## src/rtl/sfd_pkg.sv

```systemverilog
package sfd_pkg;

    // Segment geometry: start marker, body bytes and end marker.
    localparam int SEG_LEN = 6;
    // The position counter must hold SEG_LEN itself, reached after the end marker.
    localparam int POS_W   = $clog2(SEG_LEN + 1);

    // Parser phases.
    localparam logic [2:0] PH_IDLE      = 3'd0;
    localparam logic [2:0] PH_OPEN_ESC  = 3'd1;
    localparam logic [2:0] PH_START     = 3'd2;
    localparam logic [2:0] PH_BODY      = 3'd3;
    localparam logic [2:0] PH_CLOSE_ESC = 3'd4;
    localparam logic [2:0] PH_END       = 3'd5;
    localparam logic [2:0] PH_CHECK     = 3'd6;

    // Result kinds.
    localparam logic [1:0] KIND_SEG    = 2'd0;
    localparam logic [1:0] KIND_ACCEPT = 2'd1;
    localparam logic [1:0] KIND_REJECT = 2'd2;

    // Error codes of a rejected frame.
    localparam logic [2:0] ERR_NONE      = 3'd0;
    localparam logic [2:0] ERR_BAD_START = 3'd1;
    localparam logic [2:0] ERR_BODY_ESC  = 3'd2;
    localparam logic [2:0] ERR_BAD_END   = 3'd3;
    localparam logic [2:0] ERR_CHK_ESC   = 3'd4;
    localparam logic [2:0] ERR_CHK_SUM   = 3'd5;

    // Configuration register indexes.
    localparam logic [1:0] REG_ESCAPE = 2'd0;
    localparam logic [1:0] REG_START  = 2'd1;
    localparam logic [1:0] REG_END    = 2'd2;

    typedef logic [7:0] t_byte;

endpackage

```

## src/rtl/stuffed_frame_decoder_top.sv

```systemverilog
// Channel   Direction  Handshake                  Payload
// input     in         i_in_valid / o_in_ready    i_rx_byte, i_frame_start
// result    out        o_out_valid / i_out_ready  o_kind, o_seg_byte, o_seg_index, o_error_code
// config    in         i_cfg_valid / o_cfg_ready  i_cfg_index, i_cfg_data
//
// One item per cycle is taken unless output stalls; any result appears in the next cycle.
// The parser state, position and byte sum update in the accepting cycle itself.
// A stalled result register stops input only while it is full and not taken.
// Reset is synchronous, active low; it restores the default marker codes.
// Configuration writes are always taken and apply from the next item.
module stuffed_frame_decoder_top
    import sfd_pkg::*;
(
    input  logic        i_clk,
    input  logic        i_rst_n,
    input  logic        i_in_valid,
    output logic        o_in_ready,
    input  logic [7:0]  i_rx_byte,
    input  logic        i_frame_start,
    output logic        o_out_valid,
    input  logic        i_out_ready,
    output logic [1:0]  o_kind,
    output logic [7:0]  o_seg_byte,
    output logic [2:0]  o_seg_index,
    output logic [2:0]  o_error_code,
    input  logic        i_cfg_valid,
    output logic        o_cfg_ready,
    input  logic [1:0]  i_cfg_index,
    input  logic [7:0]  i_cfg_data
);

    t_byte             r_escape, r_start, r_end;
    logic [2:0]        r_phase, n_phase;
    logic              r_esc_seen, n_esc_seen;
    logic [POS_W-1:0]  r_pos, n_pos;
    t_byte             r_sum, n_sum;
    logic              r_out_valid;
    logic [1:0]        r_kind, n_kind;
    t_byte             r_seg_byte, n_seg_byte;
    logic [2:0]        r_seg_index, n_seg_index;
    logic [2:0]        r_err, n_err;
    logic              n_has_result;
    logic              in_fire;
    logic [2:0]        cur_phase;
    logic              cur_esc;
    logic [POS_W-1:0]  cur_pos;
    t_byte             cur_sum;
    t_byte             chk;
    logic              emit_seg;
    logic              emit_final;
    logic [2:0]        final_err;

    assign o_in_ready  = !r_out_valid || i_out_ready;
    assign in_fire     = i_in_valid && o_in_ready;
    assign o_cfg_ready = 1'b1;

    // Configuration registers.
    always_ff @(posedge i_clk) begin
        if (!i_rst_n) begin
            r_escape <= 8'd27;
            r_start  <= 8'd6;
            r_end    <= 8'd3;
        end else if (i_cfg_valid) begin
            unique case (i_cfg_index)
                REG_ESCAPE: r_escape <= i_cfg_data;
                REG_START:  r_start  <= i_cfg_data;
                REG_END:    r_end    <= i_cfg_data;
                default: ;
            endcase
        end
    end

    // Parser: one raw byte in, at most one result out.
    always_comb begin
        cur_phase  = i_frame_start ? PH_OPEN_ESC : r_phase;
        cur_esc    = i_frame_start ? 1'b0 : r_esc_seen;
        cur_pos    = i_frame_start ? '0 : r_pos;
        cur_sum    = i_frame_start ? '0 : r_sum;
        chk        = 8'd0 - cur_sum;
        n_phase    = cur_phase;
        n_esc_seen = cur_esc;
        emit_seg   = 1'b0;
        emit_final = 1'b0;
        final_err  = ERR_NONE;

        unique case (cur_phase)
            PH_OPEN_ESC: begin
                if (i_rx_byte != r_escape) begin
                    emit_final = 1'b1;
                    final_err  = ERR_BAD_START;
                end else begin
                    n_phase = PH_START;
                end
            end
            PH_START: begin
                if (i_rx_byte != r_start) begin
                    emit_final = 1'b1;
                    final_err  = ERR_BAD_START;
                end else begin
                    n_phase  = PH_BODY;
                    emit_seg = 1'b1;
                end
            end
            PH_BODY: begin
                if (cur_esc && (i_rx_byte != r_escape)) begin
                    emit_final = 1'b1;
                    final_err  = ERR_BODY_ESC;
                end else if (!cur_esc && (i_rx_byte == r_escape)) begin
                    n_esc_seen = 1'b1;
                end else begin
                    n_esc_seen = 1'b0;
                    emit_seg   = 1'b1;
                    // The position after this byte reaches the end marker slot.
                    if (cur_pos >= POS_W'(SEG_LEN - 2)) begin
                        n_phase = PH_CLOSE_ESC;
                    end
                end
            end
            PH_CLOSE_ESC: begin
                if (i_rx_byte != r_escape) begin
                    emit_final = 1'b1;
                    final_err  = ERR_BAD_END;
                end else begin
                    n_phase = PH_END;
                end
            end
            PH_END: begin
                if (i_rx_byte != r_end) begin
                    emit_final = 1'b1;
                    final_err  = ERR_BAD_END;
                end else begin
                    n_phase    = PH_CHECK;
                    n_esc_seen = 1'b0;
                    emit_seg   = 1'b1;
                end
            end
            PH_CHECK: begin
                if (cur_esc && (i_rx_byte != r_escape)) begin
                    emit_final = 1'b1;
                    final_err  = ERR_CHK_ESC;
                end else if (!cur_esc && (i_rx_byte == r_escape)) begin
                    n_esc_seen = 1'b1;
                end else begin
                    emit_final = 1'b1;
                    final_err  = (chk == i_rx_byte) ? ERR_NONE : ERR_CHK_SUM;
                end
            end
            default: begin
                n_phase = PH_IDLE;
            end
        endcase

        if (emit_final) begin
            n_phase    = PH_IDLE;
            n_esc_seen = 1'b0;
        end

        n_pos = emit_seg ? cur_pos + 1'b1 : cur_pos;
        n_sum = emit_seg ? cur_sum + i_rx_byte : cur_sum;

        // Result fields.
        n_has_result = emit_seg || emit_final;
        n_kind       = emit_seg ? KIND_SEG
                     : ((final_err == ERR_NONE) ? KIND_ACCEPT : KIND_REJECT);
        n_seg_byte   = emit_seg ? i_rx_byte : 8'd0;
        n_seg_index  = emit_seg ? 3'(cur_pos) : 3'd0;
        n_err        = emit_seg ? ERR_NONE : final_err;
    end

    // Parser state.
    always_ff @(posedge i_clk) begin
        if (!i_rst_n) begin
            r_phase    <= PH_IDLE;
            r_esc_seen <= 1'b0;
            r_pos      <= '0;
            r_sum      <= '0;
        end else if (in_fire) begin
            r_phase    <= n_phase;
            r_esc_seen <= n_esc_seen;
            r_pos      <= n_pos;
            r_sum      <= n_sum;
        end
    end

    // Result register.
    always_ff @(posedge i_clk) begin
        if (!i_rst_n) begin
            r_out_valid <= 1'b0;
        end else if (in_fire) begin
            r_out_valid <= n_has_result;
        end else if (i_out_ready) begin
            r_out_valid <= 1'b0;
        end
    end

    always_ff @(posedge i_clk) begin
        if (in_fire && n_has_result) begin
            r_kind      <= n_kind;
            r_seg_byte  <= n_seg_byte;
            r_seg_index <= n_seg_index;
            r_err       <= n_err;
        end
    end

    assign o_out_valid  = r_out_valid;
    assign o_kind       = r_kind;
    assign o_seg_byte   = r_seg_byte;
    assign o_seg_index  = r_seg_index;
    assign o_error_code = r_err;

    // Checks on the parser and result register.
    a_seg_no_err: assert property (@(posedge i_clk) disable iff (!i_rst_n)
        (r_out_valid && (r_kind == KIND_SEG)) |-> (r_err == ERR_NONE))
        else $error("segment byte carries an error code");

    a_reject_has_err: assert property (@(posedge i_clk) disable iff (!i_rst_n)
        (r_out_valid && (r_kind == KIND_REJECT)) |-> (r_err != ERR_NONE))
        else $error("rejected frame without an error code");

    a_idle_no_esc: assert property (@(posedge i_clk) disable iff (!i_rst_n)
        (r_phase == PH_IDLE) |-> !r_esc_seen)
        else $error("pending escape while idle");

    a_body_pos: assert property (@(posedge i_clk) disable iff (!i_rst_n)
        (r_phase == PH_BODY) |-> ((r_pos >= POS_W'(1)) && (r_pos <= POS_W'(SEG_LEN - 2))))
        else $error("body position out of range");

    a_ready_when_empty: assert property (@(posedge i_clk) disable iff (!i_rst_n)
        !r_out_valid |-> o_in_ready)
        else $error("input stalled with an empty result register");

endmodule
```

## config.mk

```make
export PLATFORM = sky130hd
export DESIGN_NAME = stuffed_frame_decoder_top
export DESIGN_NICKNAME = d
export VERILOG_FILES = /design/src/rtl/sfd_pkg.sv /design/src/rtl/stuffed_frame_decoder_top.sv
export SDC_FILE = /design/constraint.sdc
export NUM_CORES = 1
export LEC_CHECK = 0
export BUFFER_PORTS_ARGS = -buffer_cell sky130_fd_sc_hd__buf_2
export CAP_MARGIN = 0
export CORE_MARGIN = 1.5
export CORE_UTILIZATION = 36
export DETAILED_ROUTE_END_ITERATION = 8
export SETUP_SLACK_MARGIN = 0.5
export SLEW_MARGIN = 10
export SYNTH_ARGS = -nofsm -noshare
export SYNTH_HDL_FRONTEND = slang
export SYNTH_SLANG_ARGS = --single-unit
```

## constraint.sdc

```tcl
create_clock -name i_clk -period 3.7 [get_ports i_clk]
set_clock_uncertainty 0.1 [all_clocks]
set_input_delay 0.185 -clock i_clk [delete_from_list [all_inputs] [get_ports i_clk]]
set_output_delay 0.185 -clock i_clk [all_outputs]
set_load 0.005 [all_outputs]
```

==> results.py <==
metrics = {
    "setup_path": {
        "rr_worst_depth": 10,
        "crit_fanout": 6,
        "r2r_slack_ps": 740,
        "worst-setup-path-type": "flop to flop",
        "reg2reg_to": "o_kind[1]$_SDFFCE_PP0P_",
        "cp-start-kind": "flop",
        "cp.required_ps": 3650,
        "crit_arrival_ps": 2910,
        "end_kind": "flop",
        "cp-endpoint": "o_kind[1]$_SDFFCE_PP0P_",
        "r2r-start": "r_sum[0]$_SDFFE_PN0P_",
        "critPathLaunch": "r_sum[0]$_SDFFE_PN0P_",
    },
    "timing": {
        "slew_viol_final": 0,
        "relSlewSlack_pct": 57.9,
        "clock.fmax_mhz": 338,
        "setup_slack_ps": 738,
        "post-route-min-period_ps": 2960,
        "tightest_slew_ps": 615,
        "tns_ps": 0,
        "hold_viol": 0,
        "setup_viol": 0,
        "rsz0062_at_grt": "no",
        "hold_slack_ps": 14.6,
        "finalCritPeriodShare_pct": 80.0,
    },
    "route": {
        "vias_per_cell": 5.16,
        "drt_first_pass_iters": 4,
        "drc": 0,
        "drt-total-wl_um": 7940,
        "drt-wirelength-per-cell_um": 14.8,
        "final_antenna_net_count": 0,
        "drtIter0Drc": 130,
        "vias": 2766,
    },
    "logic_synthesis": {
        "async_flop_share_pct": 0,
        "yosysMostFrequentCell": "nor2_1",
        "synth_ff_type": "dfxtp_1",
        "netlist_top_cells_area": "dfxtp_1 (23%), edfxtp_1 (14%), mux2i_1 (7.6%)",
        "ys_seq_elements": 56,
        "synth-edff-count": 16,
        "netlist_instances": 381,
        "synth_top_area_share_pct": 23.3,
        "syn_nets": 418,
        "synth_commonest_cells": "nor2_1 (41), dfxtp_1 (40), mux2i_1 (26), nand2_1 (26), xor2_1 (25)",
        "synth.cell_area_mm2": 0.00344,
        "yosys_warnings": 0,
        "ys_types": 63,
        "synth_top_area_cell": "dfxtp_1",
        "ys_seq_area_share_pct": 37.3,
        "syn_area_per_cell_um2": 9.02,
    },
    "global_routing": {
        "grt_overflow": 0,
        "antenna_found_initial": 0,
        "grt_util_all_layers_pct": 16.3,
        "grt_max_degree": 27,
        "grt_pass1_wl_um": 13000,
        "grt_pass1_vias": 2682,
    },
    "floorplanning": {
        "start_util_pct": 37.2,
        "core_area_mm2": 0.00924,
        "io_pins": 43,
        "dieArea_mm2": 0.0101,
        "core.rowCount": 35,
        "die_w_um": 101,
        "die_y_um": 101,
    },
    "clock_network": {
        "clock_latency_ps": 310,
        "htree_num_levels": 2,
        "numCtsBuffers": 5,
        "ctsRootBufferMaster": "clkbuf_8",
        "clkTransAtPathRegs_ps": 100,
        "post_cts_buffers": 0,
        "cts_tree": "yes",
        "clock_sinks": 56,
        "clk_path_buf_depth": 2,
    },
    "power": {
        "p_leak_uw": 0.00156,
        "pwr_density_cell_mw_per_mm2": 311,
        "finalPower_uw": 1190,
        "vdd_ir_drop_max_mv": 0.172,
    },
    "layout": {
        "final_util_pct": 41.3,
        "area_growth_syn_to_layout_pct": 11.1,
        "antenna_cells": 0,
        "num-nets-final": 443,
        "drive_above_1_share_pct": 15.5,
        "fill_cells": 927,
    },
    "placed_design": {
        "pre_cts_ws_ps": 431,
        "io_buffers": 41,
        "place_hpwl_um": 5980,
        "routabilityCongestion": 0.880,
    },
    "run_status": {
        "status": "finished, final reports clean",
    },
    "worst_hold_path": {
        "hold_path_class": "input port to flop",
    },
    "flow_run": {
        "maxCapViolCount": 0,
    },
}
==> per-stage QoR <==
stage                     cell area (um^2)  instances
after global placement                3700        528
after detailed placement              3700        528
after floorplan                       3440        381
final                                 3820        536
after CTS                             3810        536
after global routing                  3820        536
==> registers in the layout (all words and copies together) (netlist names) <==
signal / cells
r_pos: 3
o_out_valid: 1
r_end: 8
r_sum: 8
o_error_code: 3
o_seg_index: 3
o_seg_byte: 8
r_esc_seen: 1
r_start: 8
r_escape: 8
r_phase: 3
o_kind: 2
==> layout make-up <==
type	count	area, um^2	area share (%)
Clock buffer	6	72.6	1.90
Tap cell	129	161	4.23
Clock inverter	2	35.0	0.917
Multi-Input combinational cell	282	1970	51.6
Sequential cell	56	1280	33.6
Inverter	15	56.3	1.47
Timing Repair Buffer	46	243	6.36
==> how the worst min path moves through the flow <==
stage,startpoint,end,slack (ps),depth (start not counted)
2_1_floorplan,i_cfg_data[0],r_end[0]$_SDFFE_PN1P_,210,2
3_3_place_gp,i_cfg_data[0],r_end[0]$_SDFFE_PN1P_,330,3
3_5_place_dp,i_cfg_data[0],r_end[0]$_SDFFE_PN1P_,340,3
4_1_cts,i_cfg_data[0],r_end[0]$_SDFFE_PN1P_,10,3
5_1_grt,i_cfg_data[4],r_escape[4]$_SDFFE_PN1P_,20,3
6_report,i_cfg_data[0],r_end[0]$_SDFFE_PN1P_,10,3
==> layer usage <==
metal / vias up / track usage (%) / share of wire (%)
met4: 0 / 4.12 / 1.3
li1: 1373 / - / -
met2: 70 / 27.1 / 46
met3: 8 / 2.98 / 3.9
met5: - / 0 / 0
met1: 1315 / 21.9 / 49
==> cells by family (layout without fill, tap and decap cells) <==
logic type | after synthesis | in the layout | share of synthesized area [%]
adder cells (fa/ha/maj) | 13 | 13 | 4.95
flip-flops | 56 | 56 | 37.3
XOR/XNOR | 33 | 33 | 8.62
other | 1 | 1 | 0.109
AO/OA/AOI/OAI | 65 | 65 | 12.9
buffers and inverters | 43 | 69 | 5.82
multiplexers | 26 | 26 | 7.57
AND/OR/NAND/NOR | 144 | 144 | 22.7
==> power breakdown <==
| group | switching (uW) | total [uW] | internal, uW |
|---|---|---|---|
| Sequential | 8.83 | 652 | 643 |
| Clock | 192 | 393 | 201 |
| Combinational | 87.0 | 142 | 54.8 |
==> worst max-delay path, cell delays in order (launching register included) <==
cell,delay [ps]
dfxtp_1,430
nor2b_1,220
inv_1,60
ha_1,260
nand4bb_1,120
a21oi_1,80
or3_1,340
a2111oi_2,530
a21oi_1,170
nor3_1,320
nor2b_1,90
==> cells in the final DEF, fill, tap and decap left out, types with 5 or more instances in the layout <==
master,n
a21oi_1,16
nor2_1,41
dfxtp_1,40
buf_2,41
edfxtp_1,16
nand3_1,17
buf_4,5
o21ai_0,15
inv_1,14
clkbuf_8,5
nand2b_1,6
nor2b_1,24
xor2_1,25
nor3_1,5
nand2_1,26
nor4_1,5
mux2i_1,26
ha_1,12
xnor2_1,7
==> timing repair <==
action,4_1_cts,5_1_grt
resized for setup,1,1
cloned,0,0
hold buffers,0,0
endpoints found under the setup margin,2,2
Power figures use the tool's default switching activity.
